--- src/hdl/kvsv_pkg.sv ---
`timescale 1ns / 1ps
`default_nettype none
// ----------------------------------------------------------------------------
// kvsv_pkg
// Shared types, keyword table and widths of the key/value string validator.
// ----------------------------------------------------------------------------
package kvsv_pkg;

  // widths of the string length handling
  localparam int LENGTH_BITS = 16;
  localparam int MAX_LEN_BITS = 16;
  localparam int CMP_BITS = ((LENGTH_BITS > MAX_LEN_BITS) ? LENGTH_BITS : MAX_LEN_BITS) + 1;
  localparam logic [MAX_LEN_BITS-1:0] MAX_LENGTH_RESET = 16'd4096;

  // keyword table
  localparam int KW_COUNT = 17;
  localparam int KW_SLOTS = 25;
  localparam int FIELD_COUNT = 16;
  localparam int POS_BITS = 5;
  localparam logic [POS_BITS-1:0] POS_TOP = '1;

  // each entry sits right-justified, first character in the highest used byte
  localparam logic [8*KW_SLOTS-1:0] KW_TEXT [KW_COUNT] = '{
    "host", "port", "user", "password", "dbname", "service", "servicefile",
    "sslmode", "sslrootcert", "sslcert", "sslkey", "sslcrl",
    {"channel", "_binding"}, {"target", "_session_attrs"}, {"connect", "_timeout"},
    {"application", "_name"}, {"fallback_", "application", "_name"}
  };
  localparam logic [POS_BITS-1:0] KW_LEN [KW_COUNT] = '{
    5'd4, 5'd4, 5'd4, 5'd8, 5'd6, 5'd7, 5'd11, 5'd7, 5'd11, 5'd7, 5'd6, 5'd6,
    5'd15, 5'd20, 5'd15, 5'd16, 5'd25
  };
  localparam logic [3:0] KW_BIT [KW_COUNT] = '{
    4'd0, 4'd1, 4'd2, 4'd3, 4'd4, 4'd5, 4'd6, 4'd7, 4'd8, 4'd9, 4'd10, 4'd11,
    4'd12, 4'd13, 4'd14, 4'd15, 4'd15
  };

  // character codes
  localparam logic [7:0] CH_NUL = 8'h00;
  localparam logic [7:0] CH_SPACE = 8'h20;
  localparam logic [7:0] CH_TAB = 8'h09;
  localparam logic [7:0] CH_CR = 8'h0d;
  localparam logic [7:0] CH_LF = 8'h0a;
  localparam logic [7:0] CH_EQUAL = 8'h3d;
  localparam logic [7:0] CH_QUOTE = 8'h27;
  localparam logic [7:0] CH_BSLASH = 8'h5c;
  localparam logic [7:0] CH_UNDERSCORE = 8'h5f;

  // item types
  typedef struct packed {
    logic [7:0] text_byte;
    logic       last_byte;
  } in_item_t;

  typedef struct packed {
    logic                   accepted;
    logic [FIELD_COUNT-1:0] field_mask;
  } out_item_t;

  // character of keyword k at position pos, zero past its end
  function automatic logic [7:0] kw_char(input int k, input logic [POS_BITS-1:0] pos);
    int sh;
    sh = 8 * (int'(KW_LEN[k]) - 1 - int'(pos));
    if (pos >= KW_LEN[k]) begin
      return 8'h00;
    end
    return KW_TEXT[k][sh +: 8];
  endfunction

  function automatic logic is_space(input logic [7:0] c);
    return (c == CH_SPACE) || (c == CH_TAB) || (c == CH_CR) || (c == CH_LF);
  endfunction

  function automatic logic is_name_char(input logic [7:0] c);
    return ((c >= 8'h61) && (c <= 8'h7a)) || ((c >= 8'h41) && (c <= 8'h5a)) ||
           (c == CH_UNDERSCORE);
  endfunction

endpackage
`default_nettype wire

--- src/hdl/keyword_value_string_validator_unit.sv ---
`timescale 1ns / 1ps
`default_nettype none
// ----------------------------------------------------------------------------
// keyword_value_string_validator_unit
// Byte-serial validator of a keyword=value connection string.
// ----------------------------------------------------------------------------
// Takes one byte of the string per item and gives one result item on the byte
// marked last: the verdict and the mask of keyword fields named. The scan
// state, the 17 parallel keyword compares and the length check sit between the
// state registers, so a new item is taken every cycle. The input stalls only
// while a finished result waits on a stalled output. max_length is written
// through the cfg channel, which is always ready; write it only while no string
// is in progress.
module keyword_value_string_validator_unit (
  input  wire logic                  clk,
  input  wire logic                  rst,
  input  wire logic                  in_valid,
  output      logic                  in_stall,
  input  wire kvsv_pkg::in_item_t    in_item,
  output      logic                  out_valid,
  input  wire logic                  out_stall,
  output      kvsv_pkg::out_item_t   out_item,
  input  wire logic                  cfg_valid,
  output      logic                  cfg_ready,
  input  wire logic [kvsv_pkg::MAX_LEN_BITS-1:0] cfg_data
);

  typedef enum logic [2:0] {
    PH_BETWEEN,
    PH_NAME,
    PH_VALUE_START,
    PH_UNQUOTED,
    PH_UNQUOTED_ESC,
    PH_QUOTED,
    PH_QUOTED_ESC,
    PH_AFTER_QUOTE
  } phase_t;

  localparam logic [kvsv_pkg::KW_COUNT-1:0] CAND_ALL = '1;
  localparam logic [kvsv_pkg::LENGTH_BITS-1:0] COUNT_TOP = '1;

  phase_t                                 phase, phase_next;
  logic [kvsv_pkg::KW_COUNT-1:0]          cand, cand_next, cand_base, cand_step;
  logic [kvsv_pkg::POS_BITS-1:0]          pos, pos_next, pos_base, pos_step;
  logic [kvsv_pkg::FIELD_COUNT-1:0]       seen, seen_next, hit_bits;
  logic                                   hit_any;
  logic [kvsv_pkg::LENGTH_BITS-1:0]       count, count_next;
  logic                                   reject, reject_next, reject_final;
  logic [kvsv_pkg::MAX_LEN_BITS-1:0]      max_length;
  logic [kvsv_pkg::CMP_BITS-1:0]          count_plus, max_ext;
  logic [7:0]                             c;
  logic                                   in_accept;

  assign c = in_item.text_byte;
  assign in_stall = out_valid && out_stall;
  assign in_accept = in_valid && !in_stall;
  assign cfg_ready = 1'b1;

  // name step: narrow the candidate keywords by the byte at this position
  always_comb begin
    cand_base = (phase == PH_BETWEEN) ? CAND_ALL : cand;
    pos_base = (phase == PH_BETWEEN) ? '0 : pos;
    for (int k = 0; k < kvsv_pkg::KW_COUNT; k++) begin
      cand_step[k] = cand_base[k] && (pos_base < kvsv_pkg::KW_LEN[k]) &&
                     (kvsv_pkg::kw_char(k, pos_base) == c);
    end
    pos_step = (pos_base == kvsv_pkg::POS_TOP) ? pos_base : pos_base + 1'b1;
  end

  // name end: field bit of the keyword matched in full
  always_comb begin
    hit_bits = '0;
    hit_any = 1'b0;
    for (int k = 0; k < kvsv_pkg::KW_COUNT; k++) begin
      if (cand[k] && (kvsv_pkg::KW_LEN[k] == pos)) begin
        hit_bits[kvsv_pkg::KW_BIT[k]] = 1'b1;
        hit_any = 1'b1;
      end
    end
  end

  // length check
  assign count_plus = kvsv_pkg::CMP_BITS'(count) + 1'b1;
  assign max_ext = kvsv_pkg::CMP_BITS'(max_length);

  // scan step for one byte
  always_comb begin
    phase_next = phase;
    cand_next = cand;
    pos_next = pos;
    seen_next = seen;
    reject_next = reject;
    count_next = (count == COUNT_TOP) ? count : count + 1'b1;
    if (count_plus > max_ext) begin
      reject_next = 1'b1;
    end
    if (c == kvsv_pkg::CH_NUL) begin
      reject_next = 1'b1;
    end
    if (!reject_next) begin
      case (phase)
        PH_BETWEEN: begin
          if (kvsv_pkg::is_name_char(c)) begin
            phase_next = PH_NAME;
            cand_next = cand_step;
            pos_next = pos_step;
          end else if (!kvsv_pkg::is_space(c)) begin
            reject_next = 1'b1;
          end
        end
        PH_NAME: begin
          if (kvsv_pkg::is_name_char(c)) begin
            cand_next = cand_step;
            pos_next = pos_step;
          end else if (c == kvsv_pkg::CH_EQUAL) begin
            if (!hit_any || ((seen & hit_bits) != '0)) begin
              reject_next = 1'b1;
            end else begin
              seen_next = seen | hit_bits;
              phase_next = PH_VALUE_START;
            end
          end else begin
            reject_next = 1'b1;
          end
        end
        PH_VALUE_START: begin
          if (c == kvsv_pkg::CH_QUOTE) begin
            phase_next = PH_QUOTED;
          end else if (c == kvsv_pkg::CH_BSLASH) begin
            phase_next = PH_UNQUOTED_ESC;
          end else if (kvsv_pkg::is_space(c)) begin
            phase_next = PH_BETWEEN;
          end else begin
            phase_next = PH_UNQUOTED;
          end
        end
        PH_UNQUOTED: begin
          if (c == kvsv_pkg::CH_BSLASH) begin
            phase_next = PH_UNQUOTED_ESC;
          end else if (kvsv_pkg::is_space(c)) begin
            phase_next = PH_BETWEEN;
          end
        end
        PH_UNQUOTED_ESC: begin
          phase_next = PH_UNQUOTED;
        end
        PH_QUOTED: begin
          if (c == kvsv_pkg::CH_BSLASH) begin
            phase_next = PH_QUOTED_ESC;
          end else if (c == kvsv_pkg::CH_QUOTE) begin
            phase_next = PH_AFTER_QUOTE;
          end
        end
        PH_QUOTED_ESC: begin
          phase_next = PH_QUOTED;
        end
        PH_AFTER_QUOTE: begin
          if (kvsv_pkg::is_space(c)) begin
            phase_next = PH_BETWEEN;
          end else begin
            reject_next = 1'b1;
          end
        end
        default: begin
          reject_next = 1'b1;
        end
      endcase
    end
    // verdict at end of string
    reject_final = reject_next || (seen_next == '0) || (phase_next == PH_NAME) ||
                   (phase_next == PH_QUOTED) || (phase_next == PH_QUOTED_ESC) ||
                   (phase_next == PH_UNQUOTED_ESC);
  end

  // state and result register
  always_ff @(posedge clk) begin
    if (rst) begin
      phase <= PH_BETWEEN;
      cand <= CAND_ALL;
      pos <= '0;
      seen <= '0;
      count <= '0;
      reject <= 1'b0;
      max_length <= kvsv_pkg::MAX_LENGTH_RESET;
      out_valid <= 1'b0;
    end else begin
      if (cfg_valid && cfg_ready) begin
        max_length <= cfg_data;
      end
      if (out_valid && !out_stall) begin
        out_valid <= 1'b0;
      end
      if (in_accept) begin
        if (in_item.last_byte) begin
          phase <= PH_BETWEEN;
          cand <= CAND_ALL;
          pos <= '0;
          seen <= '0;
          count <= '0;
          reject <= 1'b0;
          out_valid <= 1'b1;
          out_item.accepted <= !reject_final;
          out_item.field_mask <= reject_final ? '0 : seen_next;
        end else begin
          phase <= phase_next;
          cand <= cand_next;
          pos <= pos_next;
          seen <= seen_next;
          count <= count_next;
          reject <= reject_next;
        end
      end
    end
  end

endmodule
`default_nettype wire
--- config.mk ---
export PLATFORM = sky130hd
export DESIGN_NAME = keyword_value_string_validator_unit
export DESIGN_NICKNAME = d
export VERILOG_FILES = /design/src/hdl/kvsv_pkg.sv /design/src/hdl/keyword_value_string_validator_unit.sv
export SDC_FILE = /design/constraint.sdc
export NUM_CORES = 1
export LEC_CHECK = 0
export BUFFER_PORTS_ARGS = -buffer_cell sky130_fd_sc_hd__buf_2
export CAP_MARGIN = 10
export CORE_ASPECT_RATIO = 1.25
export CORE_MARGIN = 4
export CORE_UTILIZATION = 55
export CTS_BUF_LIST = sky130_fd_sc_hd__clkbuf_8
export CTS_CLUSTER_DIAMETER = 120
export DETAILED_ROUTE_END_ITERATION = 16
export PLACE_DENSITY = 0.83
export SLEW_MARGIN = 20
export SYNTH_ARGS = -nofsm -noshare
export SYNTH_HDL_FRONTEND = slang
export SYNTH_SLANG_ARGS = --single-unit
--- constraint.sdc ---
create_clock -name clk -period 10.3 [get_ports clk]
set_input_delay 2.575 -clock clk [delete_from_list [all_inputs] [get_ports clk]]
set_output_delay 2.575 -clock clk [all_outputs]
set_load 0.05 [all_outputs]
==> impl_results.md, run 1 <==
- Outcome: finished, final reports clean
- Post-detail-place hpwl: around 22,000 um
- Most common cell in the netlist: nor2_1
- Sw power: between 200 and 300 uW
- Startpoint Class: primary input
- Max Fclk: around 170 MHz
- Largest net degree at the start of global routing: between 50 and 60
- Fill count: between 1,500 and 2,000
- PD cells: 76.05 nW/um^2
- Arr. time, crit path: just over 6000 ps
- Routed via count: 11,020
- Initial antenna violation count: 0
- Worst slack, placed: approximately 4300 ps
- Avg Vias per Cell: around 7.1
- CTS Buf Count: 9
- Die H: 157.4 um
- P_int: roughly 520 uW
- Final Hold Viols: 0
- Footprint of the multi-input gates: roughly 7200 sq um
- Routed Antenna Nets: 0
- Starting DRC count in detailed routing: between 1,500 and 2,000
- Setup violators final: 0
- Clk sink count: between 90 and 100
- Final Skew: ~16 ps
- Post-synthesis sequential area ratio: 20.48%
- Synthesis-stage register bit count: a little over 90
- Root buffer cell: clkbuf_8
- Layout cells sized above 1: roughly 10%
- Die ar.: approximately 20,000 sq um
- WL/cell: approximately 20 um
- Grt ovf: 0
- Post-synth cell types: a little under 100
- Gate Count Post-Synth: between 1,000 and 1,500
- Tcrit/Tclk final: 56.36%
- Final Wtd Congestion: between 0.9 and 1
- Gate power share: between 10% and 20%
- Sequential Area: 2012 sq um
- GRT Util Overall: 30.67%
- Routed wire length: ~32,000 um
- P&R area growth vs syn: 3.924%
- Num rows: between 50 and 60
- Clk_lat worst skew: between 300 and 400 ps
- CTS tree: done
- Cts hold-fix bufs: 0
- Synthesized area: 9822 sq um
- Setup TNS: 0 ps
- Post-synth top cells: nor2_1, nand2_1, a21oi_1, dfxtp_1, o21ai_0
- Worst Setup End Kind: flip-flop
- Worst EP required: about 11,000 ps
- Fin crit period: 5805 ps
- Post-synth EDFFs: 17
- Synth area leader: dfxtp_1
- Max FO, Critical Path: 43
- CORE AREA: about 17,000 sq um
- Worst Max-Slew Pin Slew: between 1000 and 1500 ps
- Maximum vdd drop: roughly 0.06 mV
- DRC: 0
- Clk slew on worst S/H paths: around 100 ps
- Post-CTS setup buffers: 0
- Ys async rst share: 0%
- Clock group share of total power: 31.3%
- Net Count, Synth: ~1,400
- Final Net Count: around 1,400
- Top cells by area, synth: dfxtp_1, nor2_1, edfxtp_1, a21oi_1, ha_1
- Worst hold stages: 2
- DR pass1 iterations: 5
- Switch share: around 33%
- Mean post-synth cell area: between 7 and 8 sq um
- Min-delay worst type: flip-flop to flip-flop
- Port-buffer cells: 48
- Max Transition Viols Final: 0
- Synth top area share: between 10% and 20%
- Final worst setup slack: 4495 ps
- Num ports: 50
- Reg power frac: 49.9%
- Synth warn: 0
- Crit Path Class: primary input to flip-flop
- Hold WS: roughly 500 ps
- Post_cts resized: 0
- Leak: 0.003765 uW
- H-tree levels: 3
- Clk buf depth: 2
- RSZ-0062 raised after global routing: false
- Max Cap Viol: 0
- First-pass GRT wire length: 51,090 um
- ANT cells: 0
- Vias in the first global route: between 9,000 and 10,000
- Starting Density: between 50% and 60%
- R2R cell count: 13
- Chip width: about 130 um
- Relative slew slack: 31.21%
- Primary FF master, synth: dfxtp_1
-- metrics by stage --
stage	instances	total power (uW)	cell area (sq um)	utilization, %
after floorplan	1354	497.6	9822	-
after global placement	1533	533.4	10010	57.20
after detailed placement	1533	536.4	10010	57.20
after CTS	1549	771.4	10200	58.29
after global routing	1549	803.1	10210	58.33
final	1549	776.3	10210	58.33
-- cell type report --
cell class                      count  area share (%)
Clock buffer                        9           1.214
Clock inverter                      7          0.6619
Inverter                           44           1.618
Multi-Input combinational cell   1103           70.08
Sequential cell                    92           19.71
Tap cell                          224           2.746
Timing Repair Buffer               70           3.972
-- metal layers --
metal / track usage (%) / wire [um] / vias up
met4: 15.69 / 1769 / 0
met2: 50.56 / 14560 / 716
met5: 0 / 0 / -
met1: 38.15 / 12210 / 5112
met3: 5.737 / 3385 / 161
li1: - / - / 5026
-- path summary, 6_finish.rpt --
| kind | start | endpoint | slack (ps) |
|---|---|---|---|
| max | in_item[1] | cand[10] | 4500 |
| min | max_length[12] | max_length[12] | 500 |
| max reg2reg | count[0] | cand[10] | 5460 |
| min reg2reg | max_length[12] | max_length[12] | 500 |
-- power groups by stage --
stage | combinational [uW] | sequential (uW) | clock [uW]
floorplan | 99.1 | 399 | 0
global placement | 138 | 395 | 0
detailed placement | 141 | 395 | 0
CTS | 141 | 387 | 243
global route | 157 | 389 | 258
finish | 146 | 388 | 243
-- critical path: stages --
cell and delay [ps]:
buf_2 400, or4_1 660, o22ai_1 170, o31a_1 240, and4b_1 220, a21boi_1 750, nand2_1 640, o22a_1 390
-- registers in the layout, summed over array words and instances (netlist names) --
signal and cells:
cand 17, count 16, max_length 16, out_item 17, out_valid 1, phase 3, pos 5, reject 1
seen 16
-- layout by cell type, fill, tap and decap left out, types with 21 or more instances in the layout --
cell type / n
a21oi_1: 97
a31oi_1: 29
buf_2: 48
buf_4: 22
dfxtp_1: 75
ha_1: 36
inv_1: 40
mux2i_1: 32
nand2_1: 100
nand3_1: 51
nand4_1: 27
nor2_1: 150
nor2b_1: 21
nor3_1: 54
nor4_1: 30
o21ai_0: 74
xnor2_1: 40
xor2_1: 23
-- cell families after synthesis --
logic type / after synthesis / share of synthesized area (%)
simple gates: 539 / 28.00
compound gates: 426 / 30.32
buf+inv: 159 / 6.930
flops: 92 / 20.48
xor+xnor: 66 / 6.038
fa+ha+maj: 36 / 4.586
mux: 35 / 3.605
other cells: 1 / 0.03818
No activity file was read; power rests on OpenSTA's default activity.
==> run 2: changes to the inputs <==
- clock period: 10.3 -> 5.9 ns (I/O delays scaled with it)
==> run 2 against run 1 <==
Effect of this change:
- global-route usage is 1.7 points higher
- setup slack worse by 3400 ps
- via count is 0.24% higher
- critical path depth is 4 higher
- wire length is 5.3% higher
==> impl_results.md, run 2 (same netlist as run 1, synthesis figures left out) <==
- Outcome: finished, final reports clean
- Worst hold stages: 2
- Met3 Use GR: between 4 and 5%
- Hold EP: max_length[12]
- Die ar.: 20,070 sq um
- Worst EP required: 6250 ps
- Final Skew: 18.66 ps
- Layout cells sized above 1: around a tenth
- Num ports: 50
- Avg Vias per Cell: ~7.1
- P_int: 907.7 uW
- CP Buf/Inv Count: 2
- Reg power frac: about half
- GRT met2 Usage: approximately 54%
- CTS tree: done
- Startpoint Class: flip-flop
- GRT Util Overall: between 30% and 40%
- Global-route met1 utilization: roughly two fifths
- Relative slew slack: around 17%
- PD cells: ~130 nW/um^2
- CTS Buf Count: 9
- Post-CTS setup buffers: 0
- Port-buffer cells: 48
- Clk buf depth: 2
- Fin crit period: 4843 ps
- WL/cell: roughly 22 um
- Vias in the first global route: just over 10,000
- Cells along the critical path: o31ai_2 > buf_4 > inv_1 > ha_1 > nor2b_1 > or3_1 > nand3_1 > a2111oi_0 > a21oi_1 > mux2_2 > nor4_2 > o22a_1
- Max Fclk: between 200 and 250 MHz
- Clk_lat worst skew: about 400 ps
- Crit Path Class: flip-flop to flip-flop
- Chip width: 127.5 um
- Worst Setup End Kind: flip-flop
- Worst Max-Slew Pin Slew: 1231 ps
- Slowest stage delay, CP: approximately 1000 ps
- Largest net degree at the start of global routing: between 40 and 50
- CP max stage cell: dfxtp_1
- Tcrit/Tclk final: approximately 82%
- Maximum vdd drop: slightly above 0.09 mV
- Num rows: 54
- Initial antenna violation count: 0
- Max FO, Critical Path: 19
- Leading cell types in the layout, fill and taps excluded: nor2_1, nand2_1, a21oi_1
- Largest regs: cand (17), out_item (17)
- Final Wtd Congestion: between 1 and 1.5
- DRC: 0
- ANT cells: 0
- Root buffer cell: clkbuf_8
- Final Net Count: 1,396
- CORE AREA: ~17,000 sq um
- Clk slew on worst S/H paths: between 100 and 150 ps
- Gr busiest metal: met2
- Grt ovf: 0
- Min-delay worst type: flip-flop to flip-flop
- Crit path max-delay family: simple AND/OR/NAND/NOR gates
- H-tree levels: 3
- Routed via count: about 11,000
- Max Transition Viols Final: 0
- RSZ-0062 raised after global routing: false
- DR pass1 iterations: 7
- Worst r2r src: phase[0]
- Gate power share: a little under a fifth
- Leak: 0.003819 uW
- Die H: ~160 um
- P&R area growth vs syn: 4.637%
- Hold Startpoint: max_length[12]
- Register-to-Register Setup Slack: between 1000 and 1500 ps
- Setup violators final: 0
- R2r endpoint: cand[14]
- Fin util: 58.73%
- Setup TNS: 0 ps
- Max Cap Viol: 0
- Final Hold Viols: 0
- R2R cell count: 12
- Clock group share of total power: 32.2%
- Post-detail-place hpwl: between 20,000 and 25,000 um
- Post_cts resized: 0
- Starting DRC count in detailed routing: around 1,500
- First-pass GRT wire length: between 50,000 and 60,000 um
- Hold WS: slightly below 500 ps
- Starting Density: 56.13%
- Routed wire length: 33,600 um
- Routed Antenna Nets: 0
- Clk sink count: 92
- Most common cell after layout, fill and taps aside: nor2_1
- Cts hold-fix bufs: 0
- Sw power: 473.0 uW
- Arr. time, crit path: just over 5000 ps
- Switch share: 34.26%
-- run 2: changes by cell type in the layout (fill, tap and decap cells not counted) --
| cell | before | now |
|---|---|---|
| nor4_2 | 2 | 1 |
| clkinv_1 | 2 | 3 |
| nor4_1 | 30 | 31 |
| inv_8 | 3 | 2 |
| inv_6 | 0 | 1 |
| clkinvlp_4 | 1 | 0 |
| buf_4 | 22 | 32 |
| clkinv_8 | 0 | 1 |
| clkinv_4 | 3 | 2 |
-- run 2: worst register-to-register path, stage by stage (launching register included) --
cell,delay (ps)
dfxtp_1,1020
o31ai_2,160
buf_4,250
inv_1,260
ha_1,580
nor2b_1,400
or3_1,250
nand3_1,380
a2111oi_0,540
a21oi_1,120
mux2_2,310
nor4_2,330
o22a_1,200
-- run 2: how the worst max path moves through the flow --
stage | startpoint | end | slack (ps) | cells past startpoint
floorplan | count[0] | out_item[10] | 1970 | 16
global placement | phase[0] | cand[14] | 1150 | 12
detailed placement | in_item[1] | out_item[8] | 1140 | 9
CTS | phase[0] | cand[14] | 1220 | 12
global route | count[0] | out_item[6] | 750 | 14
finish | phase[0] | cand[14] | 1060 | 12
-- run 2: routing by layer --
metal	vias to the layer above	wire [um]
met5	-	0
met4	0	2317
met3	211	3571
met2	774	15210
met1	5028	12510
li1	5028	-
-- run 2: through the flow --
stage	cell area, sq um	setup slack [ps]	total power (uW)	std cells
6_report	10280	1057	1381	1559
5_1_grt	10280	752.5	1418	1559
4_1_cts	10280	1225	1362	1559
3_5_place_dp	10080	1141	940.1	1543
3_3_place_gp	10080	1148	935.9	1543
2_1_floorplan	9822	1966	867.9	1354
-- run 2: area by class of cell --
cell class              count  area [sq um]
multi-input cells        1103          7147
repair buffers             80         480.5
well taps                 224         280.3
flip-flops and latches     92          2012
inverters                  44         165.2
clock inverters             7         68.82
clock buffers               9         123.9
fillers                  1627          7222
-- run 2: power groups by stage --
stage	clock network [uW]	logic (uW)	registers (uW)
3_5_place_dp	0	246	694
4_1_cts	435	248	679
3_3_place_gp	0	243	693
6_report	445	256	680
2_1_floorplan	0	173	695
5_1_grt	462	274	682
